`config.mk`:
```
export PLATFORM = sky130hd
export DESIGN_NAME = dual_pedal_position_calibrator_core
export DESIGN_NICKNAME = d
export VERILOG_FILES = /design/src/rtl/dppc_pkg.sv /design/src/rtl/dual_pedal_position_calibrator_core.sv /design/src/rtl/dppc_div.sv
export VERILOG_INCLUDE_DIRS = /design/src /design/src/rtl
export SDC_FILE = /design/constraint.sdc
export NUM_CORES = 1
export LEC_CHECK = 0
export BUFFER_PORTS_ARGS = -buffer_cell sky130_fd_sc_hd__buf_4
export CAP_MARGIN = 20
export CORE_MARGIN = 2
export CORE_UTILIZATION = 57
export DETAILED_ROUTE_END_ITERATION = 16
export HOLD_SLACK_MARGIN = 0.05
export PLACE_DENSITY = 0.81
export SETUP_SLACK_MARGIN = 0.15
export SLEW_MARGIN = 0
export SYNTH_ARGS = -nofsm -noshare
export SYNTH_HDL_FRONTEND = slang
export SYNTH_SLANG_ARGS = --single-unit
export TNS_END_PERCENT = 100
```
`constraint.sdc`:
```
create_clock -name i_clk -period 3.6 [get_ports i_clk]
set_clock_uncertainty 0.05 [all_clocks]
set_input_delay 0.18 -clock i_clk [delete_from_list [all_inputs] [get_ports i_clk]]
set_output_delay 0.18 -clock i_clk [all_outputs]
set_load 0.1 [all_outputs]
```
`src/rtl/dual_pedal_position_calibrator_core_macros.svh`:
```
// Assertion helpers for the pedal calibrator. Each expands to a concurrent
// assertion clocked on i_clk and held off while i_rst_n is low.
`ifndef DUAL_PEDAL_POSITION_CALIBRATOR_CORE_MACROS_SVH
`define DUAL_PEDAL_POSITION_CALIBRATOR_CORE_MACROS_SVH

`ifndef SYNTHESIS
`define DPPC_ASSERT_IMP(lbl, ante, cons) \
    lbl: assert property (@(posedge i_clk) disable iff (!i_rst_n) (ante) |-> (cons)) \
        else $error("dppc assertion failed");
`define DPPC_ASSERT_NXT(lbl, ante, cons) \
    lbl: assert property (@(posedge i_clk) disable iff (!i_rst_n) (ante) |=> (cons)) \
        else $error("dppc assertion failed");
`else
`define DPPC_ASSERT_IMP(lbl, ante, cons)
`define DPPC_ASSERT_NXT(lbl, ante, cons)
`endif

`endif

```
`src/rtl/dppc_pkg.sv`:
```
`timescale 1ns / 1ps
`default_nettype none

package dppc_pkg;

    // Actions selected by the func field of an input beat. The three top codes
    // are spare and leave the calibration bounds untouched.
    typedef enum logic [2:0] {
        FN_BEGIN  = 3'd0,
        FN_MAX    = 3'd1,
        FN_MIN    = 3'd2,
        FN_END    = 3'd3,
        FN_POS    = 3'd4,
        FN_RSVD5  = 3'd5,
        FN_RSVD6  = 3'd6,
        FN_RSVD7  = 3'd7
    } t_func;

    // Status of the shared divider as seen by the sequencer.
    typedef struct packed {
        logic busy;
        logic done;
    } t_div_stat;

endpackage

`default_nettype wire

```
`src/rtl/dual_pedal_position_calibrator_core.sv`:
```
`timescale 1ns / 1ps
`default_nettype none

// Channel  Dir  tdata, lowest bit first     tuser, lowest bit first
// s_axis   in   sample_a, sample_b          func[2:0], conversion_ok
// m_axis   out  position, zero fill         is_position, span_fault, failsafe_applied
//
// Calibration actions, spare codes and span-fault positions: the result beat is loaded at the
// edge that accepts the input beat. A position sample is computed by the bit-serial divider,
// which runs at most once per sensor, in turn; a reading outside its span is clamped without
// division. Reset (synchronous, active low) restores the uncalibrated bounds and empties the
// output register. A stalled output beat holds the block: no input beat is taken while the
// output beat waits.

`include "dual_pedal_position_calibrator_core_macros.svh"

module dual_pedal_position_calibrator_core
    import dppc_pkg::*;
#(
    parameter int SAMPLE_BITS   = 12,
    parameter int FRACTION_BITS = 16
) (
    input  wire logic                      i_clk,
    input  wire logic                      i_rst_n,

    input  wire logic                      s_axis_tvalid,
    output logic                           s_axis_tready,
    // sample_a, sample_b, zero fill
    input  wire logic [((2*SAMPLE_BITS+7)/8)*8-1:0] s_axis_tdata,
    // func[2:0], conversion_ok
    input  wire logic [3:0]                s_axis_tuser,

    output logic                           m_axis_tvalid,
    input  wire logic                      m_axis_tready,
    // position, zero fill
    output logic [((FRACTION_BITS+8)/8)*8-1:0] m_axis_tdata,
    // is_position, span_fault, failsafe_applied
    output logic [2:0]                     m_axis_tuser
);

    localparam int OUT_TDATA_W = ((FRACTION_BITS + 8) / 8) * 8;
    localparam logic [SAMPLE_BITS:0]   LOWER_RESET = {1'b1, {SAMPLE_BITS{1'b0}}};
    localparam logic [SAMPLE_BITS-1:0] FULL_SCALE  = {SAMPLE_BITS{1'b1}};
    localparam logic [FRACTION_BITS:0] ONE         = {1'b1, {FRACTION_BITS{1'b0}}};

    typedef enum logic [3:0] {
        S_IDLE = 4'b0001,
        S_SENS = 4'b0010,
        S_WAIT = 4'b0100,
        S_DONE = 4'b1000
    } t_state;

    // Input beat fields.
    t_func                  in_func;
    logic                   in_ok;
    logic [SAMPLE_BITS-1:0] in_sample_a;
    logic [SAMPLE_BITS-1:0] in_sample_b;
    logic                   in_accept;

    assign in_func     = t_func'(s_axis_tuser[2:0]);
    assign in_ok       = s_axis_tuser[3];
    assign in_sample_a = s_axis_tdata[SAMPLE_BITS-1:0];
    assign in_sample_b = s_axis_tdata[2*SAMPLE_BITS-1:SAMPLE_BITS];

    // Calibration bounds. A lower bound is one bit wider so that it can hold
    // the uncalibrated value just above full scale.
    logic [SAMPLE_BITS-1:0] r_upper_a, n_upper_a;
    logic [SAMPLE_BITS:0]   r_lower_a, n_lower_a;
    logic [SAMPLE_BITS-1:0] r_upper_b, n_upper_b;
    logic [SAMPLE_BITS:0]   r_lower_b, n_lower_b;

    t_state                   r_state;
    logic                     r_sel;
    logic [SAMPLE_BITS-1:0]   r_raw_a;
    logic [SAMPLE_BITS-1:0]   r_raw_b;
    logic [FRACTION_BITS+1:0] r_sum;

    // Output register.
    logic                     r_m_valid;
    logic [FRACTION_BITS:0]   r_m_pos;
    logic                     r_m_is_pos;
    logic                     r_m_fault;
    logic                     r_m_fs;

    logic out_free;
    logic bad_a;
    logic bad_b;
    logic bad_any;

    assign out_free      = !r_m_valid || m_axis_tready;
    assign s_axis_tready = (r_state == S_IDLE) && out_free;
    assign in_accept     = s_axis_tvalid && s_axis_tready;

    // A span is unusable when the upper bound does not exceed the lower one.
    assign bad_a   = {1'b0, r_upper_a} <= r_lower_a;
    assign bad_b   = {1'b0, r_upper_b} <= r_lower_b;
    assign bad_any = bad_a || bad_b;

    always_comb begin
        n_upper_a = r_upper_a;
        n_lower_a = r_lower_a;
        n_upper_b = r_upper_b;
        n_lower_b = r_lower_b;
        if (in_accept) begin
            case (in_func)
                FN_BEGIN: begin
                    n_upper_a = '0;
                    n_upper_b = '0;
                    n_lower_a = LOWER_RESET;
                    n_lower_b = LOWER_RESET;
                end
                FN_MAX: begin
                    if (in_ok) begin
                        if (in_sample_a > r_upper_a) n_upper_a = in_sample_a;
                        if (in_sample_b > r_upper_b) n_upper_b = in_sample_b;
                    end
                end
                FN_MIN: begin
                    if (in_ok) begin
                        if ({1'b0, in_sample_a} < r_lower_a) n_lower_a = {1'b0, in_sample_a};
                        if ({1'b0, in_sample_b} < r_lower_b) n_lower_b = {1'b0, in_sample_b};
                    end
                end
                FN_END: begin
                    // Failsafe: fall back to the whole converter range.
                    if (bad_any) begin
                        n_upper_a = FULL_SCALE;
                        n_upper_b = FULL_SCALE;
                        n_lower_a = '0;
                        n_lower_b = '0;
                    end
                end
                default: begin
                end
            endcase
        end
    end

    // Per-sensor step of a position sample. The sensor in hand is chosen by
    // r_sel; bounds cannot change while a position sample is in flight.
    logic [SAMPLE_BITS-1:0]   cur_raw;
    logic [SAMPLE_BITS-1:0]   cur_up;
    logic [SAMPLE_BITS:0]     cur_lo;
    logic                     cur_below;
    logic                     cur_above;
    logic [SAMPLE_BITS-1:0]   cur_diff;
    logic [SAMPLE_BITS-1:0]   cur_span;
    logic                     div_start;
    t_div_stat                div_stat;
    logic [FRACTION_BITS-1:0] div_quo;
    logic                     step_done;
    logic [FRACTION_BITS:0]   q_add;

    assign cur_raw   = r_sel ? r_raw_b : r_raw_a;
    assign cur_up    = r_sel ? r_upper_b : r_upper_a;
    assign cur_lo    = r_sel ? r_lower_b : r_lower_a;
    assign cur_below = {1'b0, cur_raw} <= cur_lo;
    assign cur_above = cur_raw >= cur_up;
    // With a valid span the lower bound lies below full scale, so its top
    // bit is clear and the narrow differences are exact.
    assign cur_diff  = cur_raw - cur_lo[SAMPLE_BITS-1:0];
    assign cur_span  = cur_up - cur_lo[SAMPLE_BITS-1:0];

    assign div_start = (r_state == S_SENS) && !cur_below && !cur_above;

    always_comb begin
        step_done = 1'b0;
        q_add     = '0;
        case (r_state)
            S_SENS: begin
                if (cur_below || cur_above) begin
                    step_done = 1'b1;
                    q_add     = cur_below ? '0 : ONE;
                end
            end
            S_WAIT: begin
                if (div_stat.done) begin
                    step_done = 1'b1;
                    q_add     = {1'b0, div_quo};
                end
            end
            default: begin
            end
        endcase
    end

    dppc_div #(
        .SAMPLE_BITS   (SAMPLE_BITS),
        .FRACTION_BITS (FRACTION_BITS)
    ) u_div (
        .i_clk      (i_clk),
        .i_rst_n    (i_rst_n),
        .i_start    (div_start),
        .i_dividend (cur_diff),
        .i_divisor  (cur_span),
        .o_stat     (div_stat),
        .o_quotient (div_quo)
    );

    // Sequencer and calibration state.
    always_ff @(posedge i_clk) begin
        if (!i_rst_n) begin
            r_state   <= S_IDLE;
            r_sel     <= 1'b0;
            r_upper_a <= '0;
            r_upper_b <= '0;
            r_lower_a <= LOWER_RESET;
            r_lower_b <= LOWER_RESET;
        end else begin
            r_upper_a <= n_upper_a;
            r_upper_b <= n_upper_b;
            r_lower_a <= n_lower_a;
            r_lower_b <= n_lower_b;
            case (r_state)
                S_IDLE: begin
                    if (in_accept && (in_func == FN_POS) && !bad_any) begin
                        r_state <= S_SENS;
                        r_sel   <= 1'b0;
                    end
                end
                S_SENS: begin
                    if (step_done) begin
                        r_sel   <= 1'b1;
                        r_state <= r_sel ? S_DONE : S_SENS;
                    end else begin
                        r_state <= S_WAIT;
                    end
                end
                S_WAIT: begin
                    if (step_done) begin
                        r_sel   <= 1'b1;
                        r_state <= r_sel ? S_DONE : S_SENS;
                    end
                end
                S_DONE: begin
                    if (out_free) r_state <= S_IDLE;
                end
                default: r_state <= S_IDLE;
            endcase
        end
    end

    // Readings and the running sum of both fractions. A failed conversion
    // reads as zero on both sensors.
    always_ff @(posedge i_clk) begin
        if (in_accept) begin
            r_raw_a <= in_ok ? in_sample_a : '0;
            r_raw_b <= in_ok ? in_sample_b : '0;
            r_sum   <= '0;
        end else if (step_done) begin
            r_sum <= r_sum + {1'b0, q_add};
        end
    end

    // Output register: loaded either straight from an accepted beat or when
    // the position sequence finishes.
    always_ff @(posedge i_clk) begin
        if (!i_rst_n) begin
            r_m_valid <= 1'b0;
        end else if (in_accept && !((in_func == FN_POS) && !bad_any)) begin
            r_m_valid <= 1'b1;
        end else if ((r_state == S_DONE) && out_free) begin
            r_m_valid <= 1'b1;
        end else if (m_axis_tready) begin
            r_m_valid <= 1'b0;
        end
    end

    always_ff @(posedge i_clk) begin
        if (in_accept) begin
            r_m_pos    <= '0;
            r_m_is_pos <= in_func == FN_POS;
            r_m_fault  <= (in_func == FN_POS) && bad_any;
            r_m_fs     <= (in_func == FN_END) && bad_any;
        end else if ((r_state == S_DONE) && out_free) begin
            // Truncating average of the two fractions.
            r_m_pos    <= r_sum[FRACTION_BITS+1:1];
            r_m_is_pos <= 1'b1;
            r_m_fault  <= 1'b0;
            r_m_fs     <= 1'b0;
        end
    end

    assign m_axis_tvalid = r_m_valid;
    assign m_axis_tdata  = OUT_TDATA_W'(r_m_pos);
    assign m_axis_tuser  = {r_m_fs, r_m_fault, r_m_is_pos};

    `DPPC_ASSERT_IMP(a_fault_zero, r_m_valid && r_m_fault, r_m_pos == '0)
    `DPPC_ASSERT_IMP(a_pos_range, r_m_valid, r_m_pos <= ONE)
    `DPPC_ASSERT_IMP(a_no_accept_busy, div_stat.busy, !s_axis_tready)
    `DPPC_ASSERT_IMP(a_done_in_wait, div_stat.done, r_state == S_WAIT)
    `DPPC_ASSERT_NXT(a_pos_starts, in_accept && (in_func == FN_POS) && !bad_any, r_state == S_SENS)

endmodule

`default_nettype wire

```
`src/rtl/dppc_div.sv`:
```
`timescale 1ns / 1ps
`default_nettype none

// Restoring divider, one quotient bit per cycle. Computes
// floor(dividend * 2^FRACTION_BITS / divisor) for dividend < divisor.
module dppc_div
    import dppc_pkg::*;
#(
    parameter int SAMPLE_BITS   = 12,
    parameter int FRACTION_BITS = 16
) (
    input  wire logic                     i_clk,
    input  wire logic                     i_rst_n,
    input  wire logic                     i_start,
    input  wire logic [SAMPLE_BITS-1:0]   i_dividend,
    input  wire logic [SAMPLE_BITS-1:0]   i_divisor,
    output t_div_stat                     o_stat,
    output logic      [FRACTION_BITS-1:0] o_quotient
);

    localparam int CNT_W = $clog2(FRACTION_BITS + 1);

    logic [SAMPLE_BITS-1:0]   r_rem;
    logic [SAMPLE_BITS-1:0]   r_div;
    logic [FRACTION_BITS-1:0] r_quo;
    logic [CNT_W-1:0]         r_cnt;
    logic                     r_busy;
    logic                     r_done;

    logic [SAMPLE_BITS:0]     w_shift;
    logic                     w_ge;
    logic [SAMPLE_BITS:0]     w_sub;

    assign w_shift = {r_rem, 1'b0};
    assign w_ge    = w_shift >= {1'b0, r_div};
    assign w_sub   = w_shift - {1'b0, r_div};

    always_ff @(posedge i_clk) begin
        if (!i_rst_n) begin
            r_busy <= 1'b0;
            r_done <= 1'b0;
            r_cnt  <= '0;
        end else begin
            r_done <= 1'b0;
            if (i_start) begin
                r_busy <= 1'b1;
                r_cnt  <= CNT_W'(FRACTION_BITS);
            end else if (r_busy) begin
                r_cnt <= r_cnt - CNT_W'(1);
                if (r_cnt == CNT_W'(1)) begin
                    r_busy <= 1'b0;
                    r_done <= 1'b1;
                end
            end
        end
    end

    always_ff @(posedge i_clk) begin
        if (i_start) begin
            r_rem <= i_dividend;
            r_div <= i_divisor;
            r_quo <= '0;
        end else if (r_busy) begin
            r_rem <= w_ge ? w_sub[SAMPLE_BITS-1:0] : w_shift[SAMPLE_BITS-1:0];
            r_quo <= {r_quo[FRACTION_BITS-2:0], w_ge};
        end
    end

    assign o_stat.busy = r_busy;
    assign o_stat.done = r_done;
    assign o_quotient  = r_quo;

endmodule

`default_nettype wire

```
==> impl_results.md <==
- RR Startpoint: r_sel$_SDFFE_PN0P_
- Pwr Density: around 330 nW/µm²
- Least-Margin Pin Slew: 1046 ps
- Synth async-reset ratio: 0%
- Total core area: 20040 µm²
- Max-Cap Viols: 0
- Iteration-0 DRC Markers: roughly 660
- Period utilisation layout: roughly 93%
- Hold path depth: 4
- Register area share after synthesis: 33.08%
- Clock sinks: 165
- Largest net degree at the start of global routing: 79
- Die W: approximately 150 µm
- H-tree levels: 4
- Worst R2R End: r_sum[17]$_SDFFE_PP0P_
- Vias: 9892
- Sw frac: 28.32%
- Non-filler cells in the finished layout: 1666
- Worst Path Max Fanout: 27
- # IOs: 61
- I/O Buffers: 53
- Layout area overhead: 14.24%
- Final Hold Viols: 0
- Routed WL: between 20 and 30 mm
- GR Overflow Total: 0
- R2R setup slack: 240 ps
- CP Capture Type: register
- Psw: 0.001239 W
- DP Cell Count: about 1.6k
- Storage cell area: 3815 µm²
- R2r worst-path depth: 13
- Critical path launch point type: register
- # nets final: 1555
- Largest area contributor in the netlist: dfxtp_1
- Cell with the most instances after synthesis: nand2_1
- Peak supply drop: 0.3380 mV
- First-pass DRT Iterations: 5
- Multi-input gate area: 7164 µm²
- Die area: 21380 µm²
- First-pass GRT wire length: 46.73 mm
- HP Class: in -> reg
- Comb pwr share: 12.9%
- Fin crit period: ~3400 ps
- Initial Util: 57.54%
- Number of enable flip-flop cells after synthesis: 51
- Mapped Cells: 1315
- CP required: 3880 ps
- Area contributors post-synth: dfxtp_1 (20%), ha_1 (15%), edfxtp_1 (13%)
- Dpl hpwl: 21.29 mm
- Gr usage total: between 20% and 30%
- RSZ-0062 raised after global routing: yes
- Vias in the first global route: 9652
- Top FF cell, synth: dfxtp_1
- Die Height: 146.2 µm
- Number of CTS-inserted buffers: 17
- Root Driver: clkbuf_16
- CTS tree: built
- Vias per cell: 5.938
- Final setup viols: 0
- Syn_area_per_cell: 8.768 µm²
- TNS Setup: 0 ps
- Fillers: 1593
- DRC: 0
- Antenna Nets Post-Route: 0
- Critical path arrival: approximately 3600 ps
- GPL Wtd Cong: 0.9404
- FMAX: 297.3 MHz
- Total power draw: approximately 0.0044 W
- CP Class: reg -> reg
- #FFs+latches synth: 165
- Post-DR wirelength/cell: ~17 µm
- Clock slew at reported path FFs: ~70 ps
- # diodes: 0
- Count of different cell masters after synthesis: 73
- P_int: approximately 0.0031 W
- Reg power frac: 44.9%
- Yosys top cell area share: 19.79%
- Post-synth top cells: nand2_1 (147), ha_1 (136), dfxtp_1 (114)
- Part of the power in the clock network: 42.2%
- Slew Viols, Final: 0
- WHS: 67.69 ps
- Status: complete, no violations
- YS warnings: 0
- Relative slew slack: ~30%
- Min-delay src: m_axis_tready
- Initial antenna violation count: 0
- Critical path startpoint: r_sel$_SDFFE_PN0P_
- Post-Synthesis Cell Area: around 12000 µm²
- Worst skew pair latency: 450 ps
- Layout cells sized above 1: 10.96%
- Clock tree buffer depth: 2
- Std cell rows: 52
- Worst min-delay path endpoint: r_state[3]$_SDFFE_PN0P_
- Final Util: about 66%
- Leakage: 5.510 nW
cells in the final DEF, fill, tap and decap left out, types with 10 or more instances in the layout:
master and count:
mux2i_1 89, nand4_1 13, a21o_1 22, nand2b_1 11, nor2b_1 15, a211oi_1 13, nand2_1 147, mux2_2 12
dlygate4sd3_1 24, nand3_1 45, o21a_1 27, a21oi_1 84, o21ai_0 68, edfxtp_1 51, inv_1 95, ha_1 136
nor4_1 10, xor2_1 11, and2_1 40, buf_4 77, nor3_1 24, clkbuf_16 18, dfxtp_1 113, xnor2_1 31
nor2_1 68
per-layer routing:
metal	part of all wire, %	GRT usage (%)
met3	5.3	4.313
met1	43	34.21
met5	0	0
met2	48	45.97
met4	3.6	10.73
sequential cells by signal, indices dropped and copies added, names as in the netlist, 4 cells and up:
name              cells
u_div.r_rem          12
u_div.o_quotient     16
r_lower_a            13
r_state               4
r_m_pos              17
r_upper_a            12
r_sum                18
r_raw_a              12
r_upper_b            12
u_div.r_div          12
r_raw_b              12
u_div.r_cnt           5
r_lower_b            13
through the flow:
step	cell area [µm²]	setup WS, ps
2_1_floorplan	11560	76.19
3_3_place_gp	12200	273.3
3_5_place_dp	12200	136.5
4_1_cts	13060	177.2
5_1_grt	13170	91.74
6_report	13170	236.2
timing repair:
action                                  CTS  global route
endpoints found under the hold margin    63             0
gates resized for setup                   2            15
endpoints found under the setup margin    1            36
setup buffers                             0             6
pin swaps                                 0             4
hold buffers                             24             0
cells by family (layout without fill, tap and decap cells):
logic type,count (synthesis),in the layout,share of synthesized area (%)
buffers and inverters,159,234,5.686
and+or+nand+nor,415,415,17.40
muxes,102,102,8.985
AOI/OAI and AO/OA,291,291,16.18
adders and majority gates,140,140,15.45
other,1,7,0.03252
DFF,165,165,33.08
xor gates and xnor gates,42,42,3.190
power by group through the flow:
stage / Clock (W) / Sequential, W / Combinational [W]
6_report: 0.00184 / 0.00196 / 0.000566
2_1_floorplan: 0 / 0.00201 / 0.000372
3_5_place_dp: 0 / 0.00200 / 0.000520
5_1_grt: 0.00192 / 0.00197 / 0.000614
3_3_place_gp: 0 / 0.00200 / 0.000505
4_1_cts: 0.00186 / 0.00196 / 0.000547
worst max-delay path, stage by stage (launching register included):
cell and delay [ps]:
dfxtp_2 390, buf_12 200, mux2_2 370, ha_1 270
or4_1 490, o21ai_1 180, a31oi_4 90, a31oi_4 220
nor3_2 90, ha_1 320, o21a_1 140, nor2_1 40
a221o_1 270, mux2i_1 120
worst max path at each step:
stage | endpoint | slack (ps) | cells past startpoint
final | r_sum[17]$_SDFFE_PP0P_ | 240 | 13
after global routing | r_sum[1]$_SDFFE_PP0P_ | 90 | 11
after CTS | r_sum[17]$_SDFFE_PP0P_ | 180 | 14
after detailed placement | r_sum[17]$_SDFFE_PP0P_ | 140 | 14
after global placement | r_sum[17]$_SDFFE_PP0P_ | 270 | 13
after floorplan | r_sum[17]$_SDFFE_PP0P_ | 80 | 15
area by class of cell:
cell class	count	share of cell area, %
Timing Repair Buffer	105	6.688
Clock inverter	14	1.168
Inverter	97	2.802
Sequential cell	165	28.96
Multi-Input combinational cell	997	54.39
Clock buffer	18	3.420
Tap cell	270	2.565
Power figures use the tool's default switching activity.
